--- src/hdl/fda_pkg.sv ---
`default_nettype none

package fda_pkg;

  // Angle accumulator width, in units of 2^-16 degree (signed).
  localparam int ZW = 26;
  // Width of a finished angle; the rounded value before the wrap is QW bits wide.
  localparam int AW = 16;
  localparam int QW = ZW - 9;

  localparam int ATAN_LEN = 24;

  // atan(2^-i) in degrees times 2^16, rounded to nearest.
  localparam logic [21:0] ATAN_TAB [ATAN_LEN] = '{
    22'd2949120, 22'd1740967, 22'd919879, 22'd466945,
    22'd234379,  22'd117304,  22'd58666,  22'd29335,
    22'd14668,   22'd7334,    22'd3667,   22'd1833,
    22'd917,     22'd458,     22'd229,    22'd115,
    22'd57,      22'd29,      22'd14,     22'd7,
    22'd4,       22'd2,       22'd1,      22'd0
  };

  localparam logic [ZW-1:0] DEG180  = 26'd11796480;
  localparam logic [ZW-1:0] DEG360  = 26'd23592960;
  localparam logic [ZW-1:0] RND_HALF = 26'd256;
  localparam logic [QW-1:0] WRAP    = 17'd46080;

  // Lane order: 0 = yOz, 1 = xOz, 2 = xOy.
  localparam int LANES = 3;

  // Control that travels with each vector triple down the pipeline.
  typedef struct packed {
    logic              pv;
    logic [LANES-1:0]  zero;
  } fda_ctl_t;

endpackage

`default_nettype wire

--- src/hdl/fda_step.sv ---
`default_nettype none

module fda_step #(
  parameter int W   = 43,
  parameter int IDX = 0
) (
  input  wire logic                                        clk,
  input  wire logic                                        rst_n,
  input  wire logic                                        in_valid,
  output logic                                             in_ready,
  input  wire fda_pkg::fda_ctl_t                           in_ctl,
  input  wire logic [fda_pkg::LANES-1:0][W-1:0]            in_u,
  input  wire logic [fda_pkg::LANES-1:0][W-1:0]            in_v,
  input  wire logic [fda_pkg::LANES-1:0][fda_pkg::ZW-1:0]  in_z,
  output logic                                             out_valid,
  input  wire logic                                        out_ready,
  output fda_pkg::fda_ctl_t                                out_ctl,
  output logic [fda_pkg::LANES-1:0][W-1:0]                 out_u,
  output logic [fda_pkg::LANES-1:0][W-1:0]                 out_v,
  output logic [fda_pkg::LANES-1:0][fda_pkg::ZW-1:0]       out_z
);
  import fda_pkg::*;

  localparam logic [ZW-1:0] ANG = ZW'(ATAN_TAB[IDX]);

  logic                     valid_r;
  logic signed [W-1:0]      uu, vv, du, dv;
  logic [LANES-1:0][W-1:0]  u_nxt, v_nxt;
  logic [LANES-1:0][ZW-1:0] z_nxt;

  assign in_ready = !valid_r || out_ready;

  // One micro-rotation on all three lanes; both updates use the old values.
  always_comb begin
    uu = '0;
    vv = '0;
    du = '0;
    dv = '0;
    for (int k = 0; k < LANES; k++) begin
      uu = $signed(in_u[k]);
      vv = $signed(in_v[k]);
      du = vv >>> IDX;
      dv = uu >>> IDX;
      if (!vv[W-1]) begin
        u_nxt[k] = uu + du;
        v_nxt[k] = vv - dv;
        z_nxt[k] = in_z[k] + ANG;
      end else begin
        u_nxt[k] = uu - du;
        v_nxt[k] = vv + dv;
        z_nxt[k] = in_z[k] - ANG;
      end
    end
  end

  always_ff @(posedge clk) begin
    if (!rst_n) begin
      valid_r <= 1'b0;
    end else if (in_ready) begin
      valid_r <= in_valid;
    end
  end

  always_ff @(posedge clk) begin
    if (in_valid && in_ready) begin
      out_ctl <= in_ctl;
      out_u   <= u_nxt;
      out_v   <= v_nxt;
      out_z   <= z_nxt;
    end
  end

  assign out_valid = valid_r;

endmodule

`default_nettype wire

--- config.mk ---
export PLATFORM = sky130hd
export DESIGN_NAME = fda_step
export DESIGN_NICKNAME = d
export VERILOG_FILES = /design/src/hdl/fda_pkg.sv /design/src/hdl/fda_step.sv
export SDC_FILE = /design/constraint.sdc
export NUM_CORES = 1
export LEC_CHECK = 0
export BUFFER_PORTS_ARGS = -buffer_cell sky130_fd_sc_hd__buf_2
export CORE_AREA = 2 2 268 270
export CTS_BUF_LIST = sky130_fd_sc_hd__clkbuf_4
export DETAILED_ROUTE_END_ITERATION = 8
export DIE_AREA = 0 0 270 272
export GPL_TIMING_DRIVEN = 0
export PLACE_DENSITY = 0.83
export SLEW_MARGIN = 20
export SYNTH_ARGS = -nofsm -noshare
export SYNTH_HDL_FRONTEND = slang
export SYNTH_SLANG_ARGS = --single-unit
--- constraint.sdc ---
create_clock -name clk -period 11.5 [get_ports clk]
set_input_delay 2.3 -clock clk [delete_from_list [all_inputs] [get_ports clk]]
set_output_delay 2.3 -clock clk [all_outputs]
set_load 0.005 [all_outputs]
After elaboration in Yosys (flattened, before gate mapping) --
Index checks and enable logic that the tools add are counted.
Word-level totals: bits in registers 341, output and inout port bits 342, logic and storage cells 39
Cells by class: $add $sub $neg 15, muxes and demuxes 9, reductions and logical operators 3
Operator list (count):
- 43-bit two-way mux | 6
- 43-bit subtractor | 6
- 43-bit adder | 3
- 26-bit by 22-bit adder with 26-bit output (second input constant) | 3
- 26-bit two-way mux | 3
- 26-bit by 22-bit subtractor with 26-bit output (second input constant) | 3
- 1-bit logical AND | 1
- 1-bit logical NOT | 1
- 1-bit logical OR | 1

Longest topological paths before layout --
depth in word-level cells 3, gate-level depth with buffers 13, mapped depth without buffers 12

Worst setup path before layout --
OpenSTA, ideal clock, no wires.
path kind input-to-reg, from in out_ready, to reg out_ctl[0] (netlist name) (enable), arrival 10093 ps, data required time 10757 ps, path slack 664 ps, stages on the path 2, cells stage by stage nand2b_1 and2_1
Between the ends: longest elaborated chain between the ends 2
Ends and longest elaborated chain:
- start: declaration | RTL line fda_step.sv:16 | input wire logic out_ready,
- 1-bit logical OR | RTL line fda_step.sv:31 | assign in_ready = !valid_r || out_ready;
- 1-bit logical AND | RTL line fda_step.sv:65 | if (in_valid && in_ready) begin
- end signal: assignment | RTL line fda_step.sv:66 | out_ctl <= in_ctl;
- end: declaration | RTL line fda_step.sv:17 | output fda_pkg::fda_ctl_t out_ctl,
No other way between the ends. A chain may end at the register's enable or synchronous reset.

==> results <==
- The flow ran to the end, and the final reports show no timing, DRC or antenna violations.
- The met2 routed wirelength is 65,700 um.
- Measured against its own limit, the worst slew margin works out to 0.0683.
- The effective utilization at floorplan is 0.485.
- The clock tree synthesis step divided the H-tree into 3 levels.
- The floorplan core area is 70,800 um^2.
- For the finished layout, the period the worst path requires is 5710 ps.
- Summed over all layers, the global routing overflow is 0.
- The number of buffers inserted for hold repair after clock tree synthesis is 0.
- The maximum number of pins on one net before global-route repair is between 60 and 70.
- The register area share after synthesis is 0.296.
- Setup repair after global routing left no endpoint under its margin.
- Derived from the worst setup path, the maximum achievable clock frequency is 175 MHz.
- The initial antenna violation count is 39.
- The buffer cell driving the clock tree root is clkbuf_4.
- The tool flagged a number of max-cap violations equal to 0.
- The mean instance size in the synthesized netlist is 8.38 um^2.
- The share of synthesized registers carrying an async set or reset is 0.
- The critical path's top delay family is buffers and inverters.
- The global-route wire length before repair is 213,000 um.
- VDD sags by at most 0.000106 V.
- The filler-free cell count of the finished design is about 5,900.
- Summing over every cut layer, the via total after detailed routing is 36,755.
- The post-synthesis register bit count is 338.
- Of the post-synthesis cell area, the dominant cell type holds 0.295.
- The signal on the critical path passes through buf_2 -> clkbuf_1 -> clkinv_1 -> clkbuf_1 -> clkbuf_2 -> fa_1 -> inv_1 -> a21oi_1 -> o21bai_1 -> a21oi_1 -> o21bai_1 -> xor2_1.
- Summing internal, switching and leakage power gives 4.64 mW.
- The routed design uses 17,000 um of met3 wire.
- The post-CTS setup buffer count is 0.
- The count of input and output buffers is between 600 and 700.
- Counting flops with a built-in enable in the synthesized netlist gives between 300 and 400.
- The leakage power total is roughly 18 nW.
- Synthesis produced a netlist with a net count of 4,851.
- The hold slack is 544 ps.
- Relative to the synthesized area, the layout overhead comes to 17.5%.
- At the pin with the least slew margin, the transition time is 1360 ps.
- The cell area that synthesis handed to floorplanning was roughly 34,000 um^2.
- The detail route stage leaves a number of antenna-violating nets equal to 0.
- Of the available clock period, the critical path in the final layout requires 0.496.
- The final-report hold violation count is 0.
- The maximum single-stage delay on the critical path is 580 ps.
- The number of core rows is 98.
- The synthesized netlist cell count is 4,093.
- The highest fanout seen on the critical path is 13.
- The most instantiated flip-flop cell in the synthesis netlist is edfxtp_1.
- On the critical path, the stage with the largest delay is an instance of fa_1.
- In the routed design, unresolved DRC markers number 0.
- The met1 wire length is 55,600 um.
- The via density per instance is 6.21.
- The post-CTS resize count is 0.
- The synthesized design spends more area on one cell type than any other, namely edfxtp_1.
- The insertion delay of the later-clocked pin in the worst-skew pair is 940 ps.
- Of the cells placed in the final design, the portion with a size suffix greater than 1 is 0.189.
- The total of warnings raised by yosys is 0.
- The number of global-route vias before repair is around 34,000.
- The required time of the critical path is 12,060 ps.
- Power spread over the standard cell area amounts to 115 nW/um^2.
- The CTS tree is done.
- Detailed placement finished with a half-perimeter wire length of 119,000 um.
- The number of buffers created by CTS is 94.
- The cell count after placement is 5,734.
- The die area is between 70,000 and 80,000 um^2.
- Data arrives at the worst endpoint at ~6300 ps.
- By area the synthesized netlist is led by edfxtp_1, ha_1, a21oi_1.
- Setup violations remaining at the end of the flow were counted as 0.
- The worst setup slack after placement is 4740 ps.
- The kind of critical path is input port to register.
- The sink count of the clock tree is around 340.
- STA classifies the critical path startpoint as an input port.
- The critical path contains buffers and inverters numbering 6 combined.
- The final estimated routing congestion in global placement is 1.06.
- The die span in x is between 200 and 300 um.
- After the first detailed-routing iteration, the DRC count stood at 4,597.
- The area after detailed placement is ~40,000 um^2.
- The class of the most critical hold timing path is register to register.
- The overall track demand over capacity in global routing is 0.379.
- The final-report max-slew violation count came to 0.
- Dividing the detail-routed wire length by the instance count gives around 25 um.
- The clock-pin slew of the registers on the worst-case setup and hold paths is about 60 ps.
- At the end of the flow, the number of nets in the layout was between 5,000 and 6,000.
- STA classifies the critical path endpoint as a register.
- The first detailed-routing pass ran for 6 iterations.
- The distinct cell type count of the synthesized netlist is 96.
- The total wire length is 147,000 um.
- The die is about 270 um tall.
- Summing all non-filler instances in the final layout gives an area of 40,300 um^2.
- After detailed routing, no signal wire sits above met5.
- The maximum count of clock buffers along a single path is 3.
- Between clock sinks in the finished design, the worst skew comes to 99.2 ps.
- The least setup slack across all paths after layout is 5790 ps.
- In this run the count of I/O pins placed on the die edge is 686.
-- path summary, 6_finish.rpt --
path / slack, ps / cells past startpoint / start / endpoint
setup / recovery: 5790 / 12 / in_v[42] / out_z[22]$_DFFE_PP_
hold / removal: 540 / 2 / out_valid$_SDFFE_PN0N_ / out_valid$_SDFFE_PN0N_
setup reg to reg: 9020 / 6 / out_valid$_SDFFE_PN0N_ / out_u[20]$_DFFE_PP_
hold reg to reg: 540 / 2 / out_valid$_SDFFE_PN0N_ / out_valid$_SDFFE_PN0N_
-- area by class of cell --
| cell class | count | area (um^2) |
|---|---|---|
| Multi-Input combinational cell | 3158 | 21900 |
| Clock inverter | 33 | 181 |
| Buffer | 171 | 708 |
| Inverter | 426 | 1600 |
| Antenna cell | 27 | 67.6 |
| Timing Repair Buffer | 691 | 3590 |
| Clock buffer | 128 | 961 |
| Tap cell | 950 | 1190 |
| Fill cell | 6653 | 30400 |
| Sequential cell | 338 | 10100 |
-- routing by layer --
metal / vias to the layer above / global-route usage
li1: 16424 / -
met1: 17286 / 0.474
met2: 2555 / 0.606
met3: 474 / 0.0998
met4: 16 / 0.191
met5: - / 0
-- registers in the layout, summed over array words and instances (netlist names) --
register and cells:
out_valid 1, out_v 128, out_z 78, out_ctl 4, out_u 127
-- where the power goes --
| part | leakage, nW | internal, mW | total (mW) | switching [mW] |
|---|---|---|---|---|
| combinational | 13.8 | 0.660 | 1.90 | 1.24 |
| sequential | 3.27 | 1.58 | 1.64 | 0.0542 |
| clock | 0.678 | 0.538 | 1.10 | 0.561 |
| total | 17.8 | 2.78 | 4.64 | 1.86 |
-- cell usage after synthesis, drive strengths merged, types with 16 or more instances --
library cell  count
a21oi           551
inv             413
ha              402
edfxtp          337
o21ai           320
nor2            314
nand2           232
xnor2           231
o21bai          116
clkbuf           98
a21o             75
buf              73
nor3             67
nand3            61
nand4            57
nor2b            51
a211oi           49
mux2i            46
o211ai           45
o31ai            43
xor2             41
nor4             35
nand2b           33
o21a             33
a31oi            26
a21boi           25
or2              21
o31a             19
a2111oi          18
or3              17
o22ai            16
-- worst reg2reg max path: cells and delay by family, from the launching register on --
family        cells  cell delay [ps]
flops             1              310
simple gates      2              500
buf+inv           4             1310
-- logic make-up (layout without fill, tap and decap cells) --
kind of cell / after synthesis / in the layout / share of synthesized area
flip-flops: 338 / 338 / 0.296
AND/OR/NAND/NOR: 950 / 950 / 0.132
AO/OA/AOI/OAI: 1476 / 1476 / 0.269
XOR/XNOR: 272 / 272 / 0.0694
multiplexers: 46 / 46 / 0.0134
other: 0 / 27 / 0
adder cells (fa/ha/maj): 414 / 414 / 0.154
buffers and inverters: 597 / 1449 / 0.0672
-- placed cells by master (no fill, tap or decap), types with 27 or more instances in the layout --
cell      netlist  final
a211oi_1       48     48
a21o_1         75     75
a21oi_1       550    550
buf_1          35     35
buf_2          32    717
clkbuf_1       97     95
clkbuf_4        0    128
clkinv_1       13     32
diode_2         0     27
edfxtp_1      337    337
ha_1          402    402
inv_1         411    411
mux2i_1        46     46
nand2_1       232    232
nand2b_1       33     33
nand3_1        61     61
nand4_1        57     57
nor2_1        314    314
nor2b_1        51     51
nor3_1         66     66
nor4_1         33     33
o211ai_1       45     45
o21a_1         33     33
o21ai_0       311    311
o21bai_1      116    116
o31ai_1        42     42
xnor2_1       231    230
xor2_1         41     41
-- stage by stage --
| step | utilization | TNS, ps |
|---|---|---|
| 2_1_floorplan | - | 0 |
| 3_3_place_gp | 0.550 | -783710 |
| 3_5_place_dp | 0.553 | 0 |
| 4_1_cts | 0.569 | 0 |
| 5_1_grt | 0.569 | 0 |
| 6_report | 0.570 | 0 |
No activity file was read; power rests on OpenSTA's default activity.
