<file path="src/hdl/fda_pkg.sv">
`default_nettype none

package fda_pkg;

  // Angle accumulator width, in units of 2^-16 degree (signed).
  localparam int ZW = 26;
  // Width of a finished angle; the rounded value before the wrap is QW bits wide.
  localparam int AW = 16;
  localparam int QW = ZW - 9;

  localparam int ATAN_LEN = 24;

  // atan(2^-i) in degrees times 2^16, rounded to nearest.
  localparam logic [21:0] ATAN_TAB [ATAN_LEN] = '{
    22'd2949120, 22'd1740967, 22'd919879, 22'd466945,
    22'd234379,  22'd117304,  22'd58666,  22'd29335,
    22'd14668,   22'd7334,    22'd3667,   22'd1833,
    22'd917,     22'd458,     22'd229,    22'd115,
    22'd57,      22'd29,      22'd14,     22'd7,
    22'd4,       22'd2,       22'd1,      22'd0
  };

  localparam logic [ZW-1:0] DEG180  = 26'd11796480;
  localparam logic [ZW-1:0] DEG360  = 26'd23592960;
  localparam logic [ZW-1:0] RND_HALF = 26'd256;
  localparam logic [QW-1:0] WRAP    = 17'd46080;

  // Lane order: 0 = yOz, 1 = xOz, 2 = xOy.
  localparam int LANES = 3;

  // Control that travels with each vector triple down the pipeline.
  typedef struct packed {
    logic              pv;
    logic [LANES-1:0]  zero;
  } fda_ctl_t;

endpackage

`default_nettype wire

</file>
<file path="src/hdl/fda_if.sv">
`default_nettype none

interface fda_in_if #(
  parameter int SAMPLE_WIDTH = 24
);
  logic                           valid;
  logic                           ready;
  logic signed [SAMPLE_WIDTH-1:0] force_x;
  logic signed [SAMPLE_WIDTH-1:0] force_y;
  logic signed [SAMPLE_WIDTH-1:0] force_z;
  logic                           point_valid;

  modport source (output valid, force_x, force_y, force_z, point_valid, input ready);
  modport sink   (input valid, force_x, force_y, force_z, point_valid, output ready);
endinterface


`default_nettype wire

</file>
<file path="src/hdl/fda_pre.sv">
`default_nettype none

module fda_pre #(
  parameter int SW    = 24,
  parameter int W     = 43,
  parameter int STEPS = 16
) (
  input  wire logic                                    clk,
  input  wire logic                                    rst_n,
  fda_in_if.sink                                       in_ch,
  output logic                                         out_valid,
  input  wire logic                                    out_ready,
  output fda_pkg::fda_ctl_t                            out_ctl,
  output logic [fda_pkg::LANES-1:0][W-1:0]             out_u,
  output logic [fda_pkg::LANES-1:0][W-1:0]             out_v,
  output logic [fda_pkg::LANES-1:0][fda_pkg::ZW-1:0]   out_z
);
  import fda_pkg::*;

  logic signed [W-1:0] xs, ys, zs;
  logic signed [W-1:0] su [LANES];
  logic signed [W-1:0] sv [LANES];
  logic                valid_r;
  fda_ctl_t            ctl_nxt;
  logic [LANES-1:0][W-1:0]  u_nxt, v_nxt;
  logic [LANES-1:0][ZW-1:0] z_nxt;

  assign xs = W'($signed(in_ch.force_x[SW-1:0]));
  assign ys = W'($signed(in_ch.force_y[SW-1:0]));
  assign zs = W'($signed(in_ch.force_z[SW-1:0]));

  // Each lane is the pair (u, v) whose angle is atan2(v, u).
  assign su[0] = ys;
  assign sv[0] = zs;
  assign su[1] = xs;
  assign sv[1] = zs;
  assign su[2] = xs;
  assign sv[2] = ys;

  assign in_ch.ready = !valid_r || out_ready;

  always_comb begin
    ctl_nxt.pv = in_ch.point_valid;
    for (int k = 0; k < LANES; k++) begin
      ctl_nxt.zero[k] = (su[k] == '0) && (sv[k] == '0);
      // Left half-plane: rotate by 180 degrees first.
      if (su[k][W-1]) begin
        u_nxt[k] = (-su[k]) <<< STEPS;
        v_nxt[k] = (-sv[k]) <<< STEPS;
        z_nxt[k] = DEG180;
      end else begin
        u_nxt[k] = su[k] <<< STEPS;
        v_nxt[k] = sv[k] <<< STEPS;
        z_nxt[k] = '0;
      end
    end
  end

  always_ff @(posedge clk) begin
    if (!rst_n) begin
      valid_r <= 1'b0;
    end else if (in_ch.ready) begin
      valid_r <= in_ch.valid;
    end
  end

  always_ff @(posedge clk) begin
    if (in_ch.valid && in_ch.ready) begin
      out_ctl <= ctl_nxt;
      out_u   <= u_nxt;
      out_v   <= v_nxt;
      out_z   <= z_nxt;
    end
  end

  assign out_valid = valid_r;

endmodule

`default_nettype wire

</file>
<file path="src/flat_wrapper.sv">
// flat-port wrapper written by rule: the top's interface ports become plain ports
module fda_pre_flat import fda_pkg::*;
#(
  parameter int SW    = 24,
  parameter int W     = 43,
  parameter int STEPS = 16
)
  (clk, rst_n, out_valid, out_ready, out_ctl, out_u, out_v, out_z, in_ch_valid, in_ch_force_x, in_ch_force_y, in_ch_force_z, in_ch_point_valid, in_ch_ready);
  fda_in_if in_ch_i ();
  input  wire logic clk;
  input  wire logic rst_n;
  output logic out_valid;
  input  wire logic out_ready;
  output fda_pkg::fda_ctl_t out_ctl;
  output logic [fda_pkg::LANES-1:0][W-1:0] out_u;
  output logic [fda_pkg::LANES-1:0][W-1:0] out_v;
  output logic [fda_pkg::LANES-1:0][fda_pkg::ZW-1:0] out_z;
  input wire logic [$bits(in_ch_i.valid)-1:0] in_ch_valid;
  input wire logic [$bits(in_ch_i.force_x)-1:0] in_ch_force_x;
  input wire logic [$bits(in_ch_i.force_y)-1:0] in_ch_force_y;
  input wire logic [$bits(in_ch_i.force_z)-1:0] in_ch_force_z;
  input wire logic [$bits(in_ch_i.point_valid)-1:0] in_ch_point_valid;
  output wire logic [$bits(in_ch_i.ready)-1:0] in_ch_ready;
  assign in_ch_i.valid = in_ch_valid;
  assign in_ch_i.force_x = in_ch_force_x;
  assign in_ch_i.force_y = in_ch_force_y;
  assign in_ch_i.force_z = in_ch_force_z;
  assign in_ch_i.point_valid = in_ch_point_valid;
  assign in_ch_ready = in_ch_i.ready;
  fda_pre #(.SW(SW), .W(W), .STEPS(STEPS)) u_core (.clk(clk), .rst_n(rst_n), .in_ch(in_ch_i), .out_valid(out_valid), .out_ready(out_ready), .out_ctl(out_ctl), .out_u(out_u), .out_v(out_v), .out_z(out_z));
endmodule
</file>
<file path="config.mk">
export PLATFORM = sky130hd
export DESIGN_NAME = fda_pre_flat
export DESIGN_NICKNAME = d
export VERILOG_FILES = /design/src/hdl/fda_pkg.sv /design/src/hdl/fda_if.sv /design/src/hdl/fda_pre.sv /design/src/flat_wrapper.sv
export SDC_FILE = /design/constraint.sdc
export NUM_CORES = 1
export LEC_CHECK = 0
export BUFFER_PORTS_ARGS = -buffer_cell sky130_fd_sc_hd__buf_2
export CAP_MARGIN = 10
export CORE_AREA = 2 2 165 167
export DETAILED_ROUTE_END_ITERATION = 10
export DIE_AREA = 0 0 167 169
export PLACE_DENSITY = 0.7
export SLEW_MARGIN = 5
export SYNTH_ARGS = -nofsm -noshare
export SYNTH_HDL_FRONTEND = slang
export SYNTH_SLANG_ARGS = --single-unit
</file>
<file path="constraint.sdc">
create_clock -name clk -period 4.6 [get_ports clk]
set_input_delay 0.92 -clock clk [delete_from_list [all_inputs] [get_ports clk]]
set_output_delay 0.92 -clock clk [all_outputs]
set_load 0.005 [all_outputs]
</file>
# Word-level counts from Yosys, hierarchy flattened
# Index checks and enable logic that the tools add are counted.
# W data, S select, Z words.
[word_totals]
regBits = 272
in_bits = 77
output_inout_bits = 342
word_cells = 31
[op_classes]
add_sub_neg = 3
muxes = 7
reduce_logical = 9
[op_table]
columns = ["op", "n"]
rows = [
  ["$logic_not A43 Y1", 3],
  ["$mux W43", 3],
  ["$neg A24 Y27", 3],
  ["$mux W39", 2],
  ["$mux W24", 2],
  ["$logic_and A1 B1 Y1", 4],
  ["$logic_not A1 Y1", 1],
  ["$logic_or A1 B1 Y1", 1],
]

# Depth between registers and ports, before layout
[logic_depth]
ltp_word = 3
ltp_mapped = 6
depth_no_buf = 6

# Worst setup path after synthesis
# Ideal clock, no wire load.
[synth_path]
path_kind = "input-to-reg"
from = "input port out_ready"
to = "register u_core.out_ctl[0] (netlist name)"
setup_ps = 515
t_arrival_ps = 4268
required_ps = 4085
path_slack_ps = -183
cell_stages = 2
path_buffers = 0
cell_sequence = "nand2b_1 and2_1"
[synth_via]
elab_chain_len = 2
[synth_lines]
columns = ["item", "line_no", "text"]
rows = [
  ["from (decl)", "flat_wrapper.sv:13", "input wire logic out_ready;"],
  ["$logic_or A1 B1 Y1", "fda_pre.sv:40", "assign in_ch.ready = !valid_r || out_ready;"],
  ["$logic_and A1 B1 Y1", "fda_pre.sv:68", "if (in_ch.valid && in_ch.ready) begin"],
]
# No other way between the ends.
# A chain may end at the register's enable or synchronous reset.

==> flow_summary_export.csv <==
group,metric,value,unit
sta,hold_violations,0,
drt,drc,0,
logic_synthesis,synth_warnings,0,
drt,wirelength,19.5,mm
sta,tightest_slew,1030,ps
logic_synthesis,synth_ff_type,"edfxtp_1",
power_and_ir_drop,leakage,3.95,nW
logic_synthesis,syn_area,8130,µm²
power_and_ir_drop,switchingPower,0.000899,W
clock_network,clk_latency,410,ps
critical_path,crit_fanout,10,
grt,grtUsageMet1,0.155,
hold_path,hold_path_depth,2,
finish,stdcell_count,1281,
hold_path,hp-class,"reg -> reg",
critical_path,critical_path_arrival,2850,ps
critical_path,r2r-start,"u_core.out_valid",
logic_synthesis,synthCells,708,
grt,gr-usage-met2,0.229,
drt,vias_per_cell,4.28,
drt,final_antenna_net_count,0,
power_and_ir_drop,p_per_area,367,nW/µm²
clock_network,postCtsHoldBufs,0,
critical_path,worstPathRequired,4760,ps
placed_design,io_buffers,256,
grt,grt_pass1_wl,27.8,mm
finish,drive_gt1_frac,0.332,
grt,grt.busiest_layer,"met2",
drt,vias,5478,
drt,wl_per_cell,15.2,µm
sta,rsz0062_at_grt,"false",
logic_synthesis,ys_seq_elements,140,
power_and_ir_drop,pwr-share-seq,0.449,
logic_synthesis,yosysUniqueCellTypes,38,
power_and_ir_drop,p_int,0.00259,W
clock_network,path_clk_slew,70,ps
logic_synthesis,yosysSeqAreaShare,0.516,
clock_network,cts_sinks,140,
clock_network,post-cts-setup-buffer-count,0,
floorplanning,core,26500,µm²
finish,final_cell_mix,"buf_2, conb_1, edfxtp_1",
sta,min_period,2690,ps
grt,antenna_found_initial,0,
logic_synthesis,synth_area_per_cell,11.5,µm²
placed_design,gp_routability_congestion,0.792,
floorplanning,start_util,0.307,
hold_path,whs_endpoint,"u_core.out_valid",
power_and_ir_drop,switching_share,0.257,
critical_path,cpMaxStageDelayCell,"nor3b_1",
sta,fin_crit_sh,0.586,
job,maxCapViolations,0,
finish,num_antenna_cells,0,
logic_synthesis,synth_async_sr_flop_share,0,
clock_network,cts.repair.resized,0,
placed_design,dp_hpwl,14.5,mm
grt,grt_max_degree,71,
critical_path,cp_cell_sequence,"buf_2 > inv_1 > ha_1 > nor3b_1 > nand4_2 > o31ai_1 > xnor2_1",
clock_network,htree_levels,4,
floorplanning,num_rows,60,
clock_network,numCtsBuffers,17,
clock_network,clk_path_buf_depth,2,
placed_design,post_dp_cell_area,8890,µm²
grt,met3_usage,0.0327,
sta,setup_slack,1910,ps
floorplanning,die_w,167,µm
clock_network,cts_tree,"yes",
sta,fin_worst_skew,9.19,ps
logic_synthesis,synth_edf_count,139,
drt,dr.pass1.iters,7,
sta,maxSlewHeadroom,0.312,
placed_design,dp_slack,1450,ps
finish,final_area,9520,µm²
critical_path,r2r_end,"u_core.out_v[121]",
hold_path,min_from,"u_core.out_valid",
floorplanning,fp.dieH,169,µm
power_and_ir_drop,p_clk_frac,0.418,
power_and_ir_drop,ir_drop,0.211,mV
power_and_ir_drop,pwr-share-comb,0.133,
finish,synthToLayoutAreaGrowth,17.2,%
critical_path,ff2ff_setup_slack,2590,ps
critical_path,crit_path_end_kind,"flip-flop",
status,status,"finished, final reports clean",
sta,drv_slew,0,
grt,overflow,0,
sta,max_freq,0.371,GHz
floorplanning,io_pins,419,
critical_path,reg2reg_depth,3,
drt,drt_iter0_drc,363,
finish,final_common_cell,"buf_2",
critical_path,cp-start-kind,"input pin",
sta,finalSetupViolations,0,
finish,nets,1008,
critical_path,max_stage_delay,650,ps
floorplanning,die_area,28200,µm²
sta,fin_tns_setup,0,ps
clock_network,cts_root_buf,"clkbuf_16",
critical_path,critPathKind,"in -> reg",
grt,grt_pass1_vias,4888,
grt,track_usage,0.129,
placed_design,place_inst,1249,
registers in the layout (all words and copies together), names as in the netlist:
name              cells
u_core.out_v         80
u_core.out_u         53
u_core.out_ctl        4
u_core.out_z          2
u_core.out_valid      1
layout make-up:
class	instances	area [µm²]
clock buffers	17	425
clock inverters	14	185
fillers	2615	17000
inverters	11	41.3
multi-input cells	492	2870
flip-flops and latches	140	4190
well taps	341	427
repair buffers	266	1380
through the flow:
stage,hold slack [ps],utilization,power [W]
after global routing,588,0.359,0.00365
final,541,0.359,0.00349
after global placement,509,0.335,0.00205
after CTS,544,0.358,0.00354
after floorplan,536,-,0.00196
after detailed placement,534,0.335,0.00206
cells in the mapped netlist (all sizes together) (9+ instances only):
cell    instances  area share
nand4          10      0.0092
nor3           10      0.0080
xnor2         106        0.11
nand2          52       0.024
o31ai          28       0.027
buf           210        0.19
o21ai          43       0.026
clkbuf         22       0.010
nand2b         10      0.0077
inv            11      0.0051
nor2            9      0.0042
nor4           14       0.012
o41ai           9       0.012
edfxtp        139        0.51
worst max-delay path, delay by kind of cell:
kind                     cells  cell delay, ps
buffers and inverters        2             240
AND/OR/NAND/NOR              2            1030
XOR/XNOR                     1              90
adder cells (fa/ha/maj)      1             230
AO/OA/AOI/OAI                1             340
layer usage:
metal  routed length (µm)  share of wire  vias to the layer above
met1                 7640           0.39                     2590
met5                    0              0                        -
met4                  216          0.011                        0
li1                     -              -                     2529
met3                 1620          0.083                       12
met2                 9980           0.51                      347
power groups by stage:
stage               Sequential (W)  Combinational [W]  Clock, W
floorplan                  0.00161           0.000352         0
global placement           0.00159           0.000455         0
detailed placement         0.00160           0.000465         0
CTS                        0.00157           0.000465   0.00150
global route               0.00158           0.000511   0.00156
finish                     0.00157           0.000465   0.00146
worst max path at each step:
| stage | end | from | cells after the start | slack [ps] |
|---|---|---|---|---|
| 2_1_floorplan | u_core.out_ctl[0] | out_ready | 2 | 1370 |
| 3_3_place_gp | u_core.out_v[32] | in_ch_force_z[1] | 7 | 1560 |
| 3_5_place_dp | u_core.out_v[85] | in_ch_force_z[1] | 7 | 1450 |
| 4_1_cts | u_core.out_v[85] | in_ch_force_z[1] | 7 | 1880 |
| 5_1_grt | u_core.out_v[42] | in_ch_force_z[1] | 7 | 1700 |
| 6_report | u_core.out_v[75] | in_ch_force_z[1] | 7 | 1910 |
cell families (layout without fill, tap and decap cells):
logic type	Yosys count	count (layout)	synth area share
AOI/OAI and AO/OA	84	84	0.0684
xor gates and xnor gates	108	108	0.116
adders and majority gates	3	3	0.00462
buffers and inverters	243	308	0.209
DFF	140	140	0.516
other	1	168	0.000461
and+or+nand+nor	129	129	0.0854
Note: power is estimated with default switching activity, not from simulation.
