**src/hdl/fda_pkg.sv**
```systemverilog
`default_nettype none

package fda_pkg;

  // Angle accumulator width, in units of 2^-16 degree (signed).
  localparam int ZW = 26;
  // Width of a finished angle; the rounded value before the wrap is QW bits wide.
  localparam int AW = 16;
  localparam int QW = ZW - 9;

  localparam int ATAN_LEN = 24;

  // atan(2^-i) in degrees times 2^16, rounded to nearest.
  localparam logic [21:0] ATAN_TAB [ATAN_LEN] = '{
    22'd2949120, 22'd1740967, 22'd919879, 22'd466945,
    22'd234379,  22'd117304,  22'd58666,  22'd29335,
    22'd14668,   22'd7334,    22'd3667,   22'd1833,
    22'd917,     22'd458,     22'd229,    22'd115,
    22'd57,      22'd29,      22'd14,     22'd7,
    22'd4,       22'd2,       22'd1,      22'd0
  };

  localparam logic [ZW-1:0] DEG180  = 26'd11796480;
  localparam logic [ZW-1:0] DEG360  = 26'd23592960;
  localparam logic [ZW-1:0] RND_HALF = 26'd256;
  localparam logic [QW-1:0] WRAP    = 17'd46080;

  // Lane order: 0 = yOz, 1 = xOz, 2 = xOy.
  localparam int LANES = 3;

  // Control that travels with each vector triple down the pipeline.
  typedef struct packed {
    logic              pv;
    logic [LANES-1:0]  zero;
  } fda_ctl_t;

endpackage

`default_nettype wire

```
**src/hdl/fda_if.sv**
```systemverilog
`default_nettype none


interface fda_out_if;
  logic        valid;
  logic        ready;
  logic [15:0] angle_yz;
  logic [15:0] angle_xz;
  logic [15:0] angle_xy;
  logic        result_valid;

  modport source (output valid, angle_yz, angle_xz, angle_xy, result_valid, input ready);
  modport sink   (input valid, angle_yz, angle_xz, angle_xy, result_valid, output ready);
endinterface

`default_nettype wire

```
**src/hdl/fda_post.sv**
```systemverilog
`default_nettype none

module fda_post (
  input  wire logic                                        clk,
  input  wire logic                                        rst_n,
  input  wire logic                                        in_valid,
  output logic                                             in_ready,
  input  wire fda_pkg::fda_ctl_t                           in_ctl,
  input  wire logic [fda_pkg::LANES-1:0][fda_pkg::ZW-1:0]  in_z,
  fda_out_if.source                                        out_ch
);
  import fda_pkg::*;

  logic                     valid_r;
  logic [LANES-1:0][ZW-1:0] zpos;
  logic [LANES-1:0][ZW-1:0] rnd;
  logic [LANES-1:0][QW-1:0] q;
  logic [LANES-1:0][AW-1:0] ang_nxt;
  logic [LANES-1:0][AW-1:0] ang_r;
  logic                     pv_r;

  assign in_ready = !valid_r || out_ch.ready;

  // Wrap into 0..360 degrees, round to 1/128 degree, fold 360 back to 0.
  always_comb begin
    for (int k = 0; k < LANES; k++) begin
      zpos[k] = in_z[k][ZW-1] ? (in_z[k] + DEG360) : in_z[k];
      rnd[k]  = zpos[k] + RND_HALF;
      q[k]    = rnd[k][ZW-1:9];
      if (q[k] >= WRAP) begin
        q[k] = q[k] - WRAP;
      end
      if (!in_ctl.pv || in_ctl.zero[k]) begin
        ang_nxt[k] = '0;
      end else begin
        ang_nxt[k] = q[k][AW-1:0];
      end
    end
  end

  always_ff @(posedge clk) begin
    if (!rst_n) begin
      valid_r <= 1'b0;
    end else if (in_ready) begin
      valid_r <= in_valid;
    end
  end

  always_ff @(posedge clk) begin
    if (in_valid && in_ready) begin
      ang_r <= ang_nxt;
      pv_r  <= in_ctl.pv;
    end
  end

  assign out_ch.valid        = valid_r;
  assign out_ch.angle_yz     = ang_r[0];
  assign out_ch.angle_xz     = ang_r[1];
  assign out_ch.angle_xy     = ang_r[2];
  assign out_ch.result_valid = pv_r;

  a_invalid_zero: assert property (@(posedge clk) disable iff (!rst_n)
    valid_r && !pv_r |-> (ang_r[0] == '0) && (ang_r[1] == '0) && (ang_r[2] == '0))
    else $error("invalid sample produced a nonzero angle");

  a_angle_range: assert property (@(posedge clk) disable iff (!rst_n)
    valid_r |-> (ang_r[0] < WRAP[AW-1:0]) && (ang_r[1] < WRAP[AW-1:0])
                && (ang_r[2] < WRAP[AW-1:0]))
    else $error("angle outside 0..360 degrees");

  a_reset_empty: assert property (@(posedge clk)
    !rst_n |=> !valid_r)
    else $error("output register valid after reset");

endmodule

`default_nettype wire

```
**src/flat_wrapper.sv**
```systemverilog
// flat-port wrapper written by rule: the top's interface ports become plain ports
module fda_post_flat import fda_pkg::*;
  (clk, rst_n, in_valid, in_ready, in_ctl, in_z, out_ch_valid, out_ch_angle_yz, out_ch_angle_xz, out_ch_angle_xy, out_ch_result_valid, out_ch_ready);
  fda_out_if out_ch_i ();
  input  wire logic clk;
  input  wire logic rst_n;
  input  wire logic in_valid;
  output logic in_ready;
  input  wire fda_pkg::fda_ctl_t in_ctl;
  input  wire logic [fda_pkg::LANES-1:0][fda_pkg::ZW-1:0] in_z;
  output wire logic [$bits(out_ch_i.valid)-1:0] out_ch_valid;
  output wire logic [$bits(out_ch_i.angle_yz)-1:0] out_ch_angle_yz;
  output wire logic [$bits(out_ch_i.angle_xz)-1:0] out_ch_angle_xz;
  output wire logic [$bits(out_ch_i.angle_xy)-1:0] out_ch_angle_xy;
  output wire logic [$bits(out_ch_i.result_valid)-1:0] out_ch_result_valid;
  input wire logic [$bits(out_ch_i.ready)-1:0] out_ch_ready;
  assign out_ch_valid = out_ch_i.valid;
  assign out_ch_angle_yz = out_ch_i.angle_yz;
  assign out_ch_angle_xz = out_ch_i.angle_xz;
  assign out_ch_angle_xy = out_ch_i.angle_xy;
  assign out_ch_result_valid = out_ch_i.result_valid;
  assign out_ch_i.ready = out_ch_ready;
  fda_post u_core (.clk(clk), .rst_n(rst_n), .in_valid(in_valid), .in_ready(in_ready), .in_ctl(in_ctl), .in_z(in_z), .out_ch(out_ch_i));
endmodule
```
**config.mk**
```make
export PLATFORM = sky130hd
export DESIGN_NAME = fda_post_flat
export DESIGN_NICKNAME = d
export VERILOG_FILES = /design/src/hdl/fda_pkg.sv /design/src/hdl/fda_if.sv /design/src/hdl/fda_post.sv /design/src/flat_wrapper.sv
export SDC_FILE = /design/constraint.sdc
export NUM_CORES = 1
export LEC_CHECK = 0
export BUFFER_PORTS_ARGS = -buffer_cell sky130_fd_sc_hd__buf_2
export CORE_MARGIN = 2
export CORE_UTILIZATION = 25
export CTS_CLUSTER_DIAMETER = 200
export DETAILED_ROUTE_END_ITERATION = 8
export GPL_TIMING_DRIVEN = 0
export SYNTH_ARGS = -nofsm -noshare
export SYNTH_HDL_FRONTEND = slang
export SYNTH_SLANG_ARGS = --single-unit
```
**constraint.sdc**
```tcl
create_clock -name clk -period 5.45 [get_ports clk]
set_clock_uncertainty 0.05 [all_clocks]
set_input_delay 0.545 -clock clk [delete_from_list [all_inputs] [get_ports clk]]
set_output_delay 0.545 -clock clk [all_outputs]
set_load 0.05 [all_outputs]
```
# Word level (Yosys, flattened, before mapping)

Index checks and enable logic that the tools add are counted.

Bits in registers: 50
Input port bits: 86
Output and inout bits: 51
Logic and storage cells: 30

$add $sub $neg: 9
Magnitude comparators: 3
Muxes and demuxes: 6
Reductions and logical operators: 7

Operators by type and width:

| operator               | number |
|---|---|
| $add 26x25->26 const B | 3 |
| $add 26x9->26 const B  | 3 |
| $mux 26                | 3 |
| $ge 17x16->1 const B   | 3 |
| $mux 16                | 3 |
| $sub 16x16->16 const B | 3 |
| $logic_or 1x1->1       | 4 |
| $logic_not 1->1        | 2 |
| $logic_and 1x1->1      | 1 |

# Longest topological paths before layout

Gate-level depths: netlist of the first run.

Depth in word-level cells: 5
Depth in mapped cells: 13
Gate-level depth less buffers: 12

# Worst setup path before layout of the first run

OpenSTA, ideal clock, no wires.

Kind: input -> register
Start: input port in_z[8] (netlist name)
End: register u_core.ang_r, in the netlist u_core.out_ch.angle_yz[13], data pin
Library setup time: 267 ps
Arrival: 2969 ps
Required time: 5133 ps
Path slack: 2163 ps
Stages: 13
Buffers on the path: 1
Cells stage by stage: ha_1 > and4_1 > buf_4 > and3_1 > a311oi_1 > inv_1 > ha_1 > nand3b_1 > or4_1 > o21a_1 > o311a_4 > nor4_1 > mux2i_1

Cells in the longest elaborated chain, start to end: 5
Elaborated cells on any way between the ends: 6
Classes of those cells: add/sub: 3; order compare: 1; mux: 2

RTL lines:

| what                                           | RTL line                       | RTL |
|---|---|---|
| from (decl)                                    | flat_wrapper.sv:10             | `input wire logic [fda_pkg::LANES-1:0][fda_pkg::ZW-1:0] in_z;` |
| $add 26x25->26                                 | fda_post.sv:27                 | `zpos[k] = in_z[k][ZW-1] ? (in_z[k] + DEG360) : in_z[k];` |
| $mux 26 (*)                                    | fda_post.sv:27                 |  |
| $add 26x9->26 (*)                              | fda_post.sv:28                 | `rnd[k] = zpos[k] + RND_HALF;` |
| $sub 16x16->16 or $ge 17x16->1 (tied branches) | fda_post.sv:31, fda_post.sv:30 |  |
| $mux 16 (*)                                    | fda_post.sv:30                 | `if (q[k] >= WRAP) begin` |
| to (signal assigned)                           | fda_post.sv:51                 | `ang_r <= ang_nxt;` |
| to (decl)                                      | fda_post.sv:19                 | `logic [LANES-1:0][AW-1:0] ang_r;` |

Every way passes the cells marked *; elsewhere a longest branch is shown, timed or not.
A chain may end at the register's enable or synchronous reset.

# Worst setup path after layout of the first run

Start: input port in_z[34] (netlist name)
End: register u_core.ang_r, in the netlist u_core.out_ch.angle_xz[13], data pin

The elaborated chain is that of the path after synthesis.

==> summary.txt, run 1 <==
Synthesis
  • Post-synth cell types: 69
  • Mean post-synth cell area: a little under 9 sq um
  • EDFF count, synth: 49
  • Main synth FF type: edfxtp_1
  • Commonest cells in the netlist: nor2_1, edfxtp_1, xnor2_1, nand3_1, nand2_1
  • Top-count cell post-synth: nor2_1
  • Syn Inst Count: ~500
  • YS warnings: 0
  • Post-synthesis sequential area ratio: about a third
  • Post-synth top area share: approximately a third
  • Async SR Flop Fraction: 0%
  • Synthesized flop and latch total: 50
  • Synth area leader: edfxtp_1
  • Syn_nets: slightly below 600
  • Synth area leaders: edfxtp_1, xnor2_1, xor2_1
  • Cell Area, Synth: around 0.0044 sq mm

Clock tree
  • Clk_lat worst skew: about 0.30 ns
  • # hold bufs at CTS: 0
  • Clock sinks: 50
  • CTS tree: yes
  • Setup Buffers After CTS: 0
  • Register clock-pin slew on the reported worst setup and hold paths: around 0.08 ns
  • CTS Buf Count: 5
  • Clock Tree Buf Depth: 2
  • Root Buffer: clkbuf_16
  • H-Tree Depth: 2
  • Resized cells post-CTS: 0

Floorplan
  • Io pins: about 140
  • Initial core utilization: roughly 25%
  • Chip width: 136 microns
  • Site Rows: 48
  • Placeable Area: between 0.015 and 0.02 sq mm
  • Die Height: around 140 microns
  • Die ar.: ~0.019 sq mm

Placed design
  • Count of input and output buffers: 100
  • Post-DP HPWL: around 9000 microns
  • Final RePlAce weighted congestion: 0.820

Timing
  • Final setup viols: 0
  • Least-Margin Pin Slew: approximately 0.63 ns
  • Unrepaired setup endpoints after global routing: no
  • Final Hold Vio Count: 0
  • Hold_ws: 0.441 ns
  • Max Slew Vio Count: 0
  • Setup tns final: 0 ns
  • FMAX: roughly 270 MHz
  • Minimum clock period: about 3.7 ns
  • Final period util: between 60 and 70%
  • Max-Slew Margin vs Limit: between 50% and 60%

Route
  • Routed vias/inst: 4.78
  • 1st-iter DRT viols: ~190
  • Residual DRC: 0
  • Via count: just under 4k
  • 1st-pass router iterations: 4
  • ANT nets after route: 0
  • Routed WL: 11400 microns
  • Routed WL per cell: 13.8 microns

Min path
  • Hold Path Class: in2reg

Finish
  • Fillers: 1863
  • Layout area overhead: 22.4%
  • Multi-input gate area: around 0.0027 sq mm
  • Register area: between 0.001 and 0.0015 sq mm
  • Final net count: between 700 and 800
  • Ratio of cells with drive above 1 in the final layout: 21.6%

Critical path
  • CP arrival: roughly 3.7 ns
  • Worst EP required: 5.44 ns
  • Worst path bufs/invs: 1
  • Critical Path Slowest Stage Cell: mux2_2
  • Worst-path cell chain: buf_2 -> ha_1 -> nand2_1 -> nor4_1 -> mux2_2 -> nor2_1 -> ha_1 -> nor2b_1 -> o2111ai_1 -> a211oi_1 -> a2bb2oi_1 -> o21ai_0 -> mux2i_1
  • CP Max Fanout: 8
  • Critical path type: in2reg
  • CP delay by family, top: compound AO/OA/AOI/OAI gates
  • CP peak stage delay: approximately 0.4 ns
  • Critical Path End Type: flip-flop
  • Critical path's most frequent cell: ha_1
  • Worst setup SP type: input port

Pwr
  • Pwr per Cell Area: 231 mW/mm^2
  • Peak supply drop: roughly 0.16 mV
  • Leakage: between 2 and 2.5 nW

GRT
  • Largest net degree at the start of global routing: 28
  • Number of global-route vias before repair: around 3.8k
  • Tot GR Track Use: about an eighth
  • First-pass GRT wire length: 18100 microns
  • Initial antenna violation count: 1
  • Grt total ovfl: 0

Flow run
  • MaxCap Viol Count: 0

Run status
  • Status: finished, final reports clean
## report_power, final
group / total, mW / internal, mW / switching [mW]
clock: 0.385 / 0.221 / 0.164
sequential: 0.461 / 0.454 / 0.00771
combinational: 0.391 / 0.127 / 0.264
## logic make-up after synthesis
family          count (synthesis)  share of synthesized area [%]
compound gates                 92                           15.5
xor+xnor                       60                           12.0
fa+ha+maj                      12                           3.43
buf+inv                        38                           3.46
flops                          50                           34.1
mux                            12                           2.83
simple gates                  233                           28.7
## state kept, by name, summed over array words and instances (netlist names)
signal	cells
u_core.out_ch.angle_yz	16
u_core.out_ch.valid	1
u_core.out_ch.result_valid	1
u_core.out_ch.angle_xy	16
u_core.out_ch.angle_xz	16
## path summary, 6_finish.rpt
| check | startpoint | end | slack (ns) | cells after the start |
|---|---|---|---|---|
| min | rst_n | u_core.out_ch.valid$_SDFFE_PN0N_ | 0.44 | 2 |
| max | in_z[34] | u_core.out_ch.angle_xz[13]$_SDFFCE_PP0P_ | 1.75 | 13 |
| min reg2reg | u_core.out_ch.valid$_SDFFE_PN0N_ | u_core.out_ch.valid$_SDFFE_PN0N_ | 0.49 | 2 |
| max reg2reg | u_core.out_ch.valid$_SDFFE_PN0N_ | u_core.out_ch.angle_xz[10]$_SDFFCE_PP0P_ | 3.82 | 3 |
## final cells by class
type	count	share of cell area, %
Antenna cell	1	0.0467
Buffer	25	1.91
Clock buffer	5	2.33
Clock inverter	3	0.911
Inverter	13	0.911
Multi-Input combinational cell	409	51.1
Sequential cell	50	27.8
Tap cell	225	5.25
Timing Repair Buffer	101	9.71
## cell usage in the layout, fill, tap and decap left out, types with 4 or more instances in the layout
master,instances
clkbuf_16,5
buf_2,104
o31ai_1,6
clkbuf_1,20
nand2_1,31
nor2b_1,16
nor3_1,21
and2_1,7
nand3b_1,6
a21oi_1,17
and3_1,5
or3_1,8
nand3_1,32
xor2_1,26
xnor2_1,34
o21ai_0,14
nor2_1,52
nor4_1,6
nand2b_1,13
inv_1,13
edfxtp_1,49
a21o_1,4
ha_1,12
nand4_1,6
nor3b_1,4
a211oi_1,5
mux2i_1,9
o2111ai_1,4
o21a_1,4
and4_1,5
## worst register-to-register path: stages, from the launching register on
cell	delay, ns
dfxtp_1	0.32
nand2b_1	0.09
and2_2	0.56
buf_12	0.28
## per-stage QoR
step	area, sq um	total power, mW	setup WS, ns	utilization, %	std cells
after global routing	5360	1.31	1.54	31.1	831
final	5360	1.24	1.75	31.1	832
after detailed placement	5180	0.863	1.44	30.1	823
after CTS	5360	1.25	1.76	31.1	831
after global placement	5160	0.858	1.46	29.9	822
after floorplan	4380	0.755	2.16	-	497
## layer usage
| layer | share of wire, % | GRT usage [%] | vias up | wire length [microns] |
|---|---|---|---|---|
| met4 | 0.66 | 2.14 | 0 | 76 |
| li1 | - | - | 2054 | - |
| met1 | 47 | 16.1 | 1800 | 5340 |
| met2 | 46 | 20.4 | 119 | 5250 |
| met3 | 6.8 | 3.02 | 7 | 775 |
| met5 | 0 | 0 | - | 0 |
Power figures use the tool's default switching activity.
==> inputs of run 2 (changes only) <==
==> constraint.sdc (replaced) <==
create_clock -name clk -period 3.3 [get_ports clk]
set_clock_uncertainty 0.05 [all_clocks]
set_input_delay 0.33 -clock clk [delete_from_list [all_inputs] [get_ports clk]]
set_output_delay 0.33 -clock clk [all_outputs]
set_load 0.05 [all_outputs]
==> run 2 against run 1 <==
Effect of this change: cell area up 0.77%; clock-buffer cell count did not move; global-route usage about the same; critical path depth stayed put; register-to-register slack got worse by 2.2 ns; routed wire length grew 0.27%; critical path type unchanged; critical endpoint is now u_core.out_ch.angle_yz[11]$_SDFFCE_PP0P_; largest power group unchanged.
==> summary.txt, run 2 (synthesis gave the netlist of run 1 again) <==
Run status
  • Status: finished, final reports clean

Floorplan
  • Io pins: 137 (unchanged)
  • Die ar.: 0.0186 sq mm (unchanged)
  • Initial core utilization: 25.4% (unchanged)
  • Chip width: 136 microns (unchanged)
  • Placeable Area: 0.0172 sq mm (unchanged)
  • Site Rows: 48 (unchanged)
  • Die Height: 136 microns (unchanged)

Critical path
  • Critical Path Slowest Stage Cell: or4_1
  • R2R cell count: 3 (unchanged)
  • Reg2Reg Setup Slack: 1.67 ns (-2.15 ns)
  • Worst path bufs/invs: 2 (+1)
  • Critical path type: in2reg
  • CP Max Fanout: 8 (unchanged)
  • Critical Path End Type: flip-flop
  • Worst-path cell chain: buf_2 -> ha_1 -> mux2_2 -> a41oi_1 -> a311oi_1 -> inv_1 -> ha_1 -> nand3b_1 -> or4_1 -> o21a_1 -> o311a_4 -> or3b_1 -> a21oi_1
  • R2r endpoint: u_core.out_ch.angle_xz[10]$_SDFFCE_PP0P_
  • FF-to-FF Start: u_core.out_ch.valid$_SDFFE_PN0N_
  • Worst EP required: 3.40 ns (-2.04 ns)
  • CP peak stage delay: 0.41 ns (+0.02 ns)
  • Origin of the worst setup path: in_z[19]
  • Worst setup SP type: input port
  • CP arrival: 3.22 ns (-0.47 ns)
  • CP delay by family, top: compound AO/OA/AOI/OAI gates
  • Critical path's most frequent cell: ha_1

Timing
  • Unrepaired setup endpoints after global routing: no
  • Hold_ws: 0.223 ns (-0.217 ns)
  • Setup tns final: 0 ns (unchanged)
  • Max Slew Vio Count: 0 (unchanged)
  • Final Hold Vio Count: 0 (unchanged)
  • Least-Margin Pin Slew: 0.624 ns (-0.00325 ns)
  • Max-Slew Margin vs Limit: 58.4% (+0.22 points)
  • FMAX: roughly 320 MHz
  • Final setup viols: 0 (unchanged)
  • Final period util: between 90 and 100%
  • Final WS setup: 0.173 ns (-1.58 ns)
  • Minimum clock period: roughly 3.1 ns

Route
  • Routed WL per cell: 13.8 microns (+0.39%)
  • 1st-iter DRT viols: 179 (-4.3%)
  • Residual DRC: 0 (unchanged)
  • Routed vias/inst: 4.81 (+0.45%)
  • Routed WL: 11500 microns (+0.27%)
  • 1st-pass router iterations: 4 (unchanged)
  • ANT nets after route: 0 (unchanged)
  • Via count: 3993 (+0.33%)

Clock tree
  • Register clock-pin slew on the reported worst setup and hold paths: 0.08 ns (about the same)
  • H-Tree Depth: 2 (unchanged)
  • Clk_lat worst skew: 0.30 ns (about the same)
  • Clock sinks: 50 (unchanged)
  • # hold bufs at CTS: 0 (unchanged)
  • Root Buffer: clkbuf_16
  • CTS tree: yes
  • CTS Buf Count: 5 (unchanged)
  • Clock Tree Buf Depth: 2 (unchanged)

Placed design
  • Placed Instances: 823 (unchanged)
  • Count of input and output buffers: 100 (unchanged)
  • DP Area: 0.00518 sq mm (unchanged)
  • Post-DP HPWL: 8980 microns (unchanged)
  • Setup WS pre-CTS: -0.499 ns (-1.93 ns)
  • Final RePlAce weighted congestion: 0.820 (unchanged)

Pwr
  • Pwr per Cell Area: 380 mW/mm^2 (+65%)
  • Final Power: 2.05 mW (+66%)
  • Switching share of total power: 35.4% (+0.13 points)
  • Comb power frac: 31.8% (+0.2 points)
  • Switching pwr: 727 uW (+67%)
  • Peak supply drop: 0.260 mV (+66%)
  • Internal: 1.33 mW (+66%)
  • Leakage: 2.01 nW (+0.10%)
  • Seq pwr share: 37.1% (-0.2 points)
  • Clock Power Share: 31.1% (about the same)

Finish
  • Design Area, Final: 0.00540 sq mm (+0.77%)
  • Ratio of cells with drive above 1 in the final layout: 23.1% (+1.5 points)
  • Final net count: 702 (-0.14%)
  • Final core occ: 31.3% (+0.24 points)
  • Non-Filler Instances: 831 (-0.12%)
  • Most frequent cells in the layout: buf_2, nor2_1, edfxtp_1
  • Layout area overhead: 23.3%
  • Most common cell after layout, fill and taps aside: buf_2

GRT
  • First-pass GRT wire length: 18200 microns (+0.26%)
  • Grt total ovfl: 0 (unchanged)
  • Initial antenna violation count: 1 (unchanged)
  • Tot GR Track Use: 12.2% (+0.031 points)
  • Largest net degree at the start of global routing: 28 (unchanged)
  • Number of global-route vias before repair: 3765 (+0.21%)

Min path
  • Hold Path Depth: 2 (unchanged)
  • HP Start: rst_n
  • Hold Path Class: in2reg
  • Hold Path Sink: u_core.out_ch.valid$_SDFFE_PN0N_

Flow run
  • MaxCap Viol Count: 0 (unchanged)
[run 2: cell types whose count changed in the layout (fill, tap and decap cells not counted), sizes merged]
cell,before,now
clkbuf,25,23
buf,106,107
[run 2: power by group through the flow]
stage | registers [mW] | clock network (mW) | logic [mW]
after detailed placement | 0.778 | 0 | 0.647
after CTS | 0.764 | 0.658 | 0.653
final | 0.762 | 0.638 | 0.654
after floorplan | 0.932 | 0 | 0.316
after global placement | 0.780 | 0 | 0.637
after global routing | 0.767 | 0.686 | 0.717
[run 2: layout make-up]
type	count	area (sq um)
antenna	1	2.50
buffer	24	100
clock buffer	5	125
clock inverter	3	48.8
fill	1857	11800
inverter	13	48.8
multi-input combinational	409	2780
sequential	50	1490
tap	225	282
timing repair buffer	101	520
[run 2: routing by layer]
| layer | up-vias | GRT usage [%] | part of all wire, % |
|---|---|---|---|
| met2 | 113 | 20.4 | 46 |
| met4 | 0 | 2.14 | 0.70 |
| li1 | 2055 | - | - |
| met1 | 1818 | 16.1 | 46 |
| met3 | 7 | 3.02 | 7.0 |
| met5 | - | 0 | 0 |
[run 2: worst max path at each step]
stage / to / slack [ns] / cells past startpoint
after floorplan: u_core.out_ch.angle_yz[13]$_SDFFCE_PP0P_ / 0.23 / 13
after global placement: u_core.out_ch.angle_xz[13]$_SDFFCE_PP0P_ / -0.48 / 13
after detailed placement: u_core.out_ch.angle_xz[13]$_SDFFCE_PP0P_ / -0.50 / 13
after CTS: u_core.out_ch.angle_xz[13]$_SDFFCE_PP0P_ / 0.02 / 13
after global routing: u_core.out_ch.angle_yz[11]$_SDFFCE_PP0P_ / 0.001 / 13
final: u_core.out_ch.angle_yz[11]$_SDFFCE_PP0P_ / 0.17 / 13
[run 2: worst register-to-register path, cell delays in order, from the launching register on]
cell and delay [ns]:
dfxtp_1 0.32, nand2b_1 0.09, and2_2 0.56, buf_12 0.29
[run 2: what timing repair did]
item | in CTS | in global routing
gates resized for setup | 3 | 9
setup endpoints to repair | 3 | 15
buffers inserted | 0 | 0
pin swaps | 0 | 1
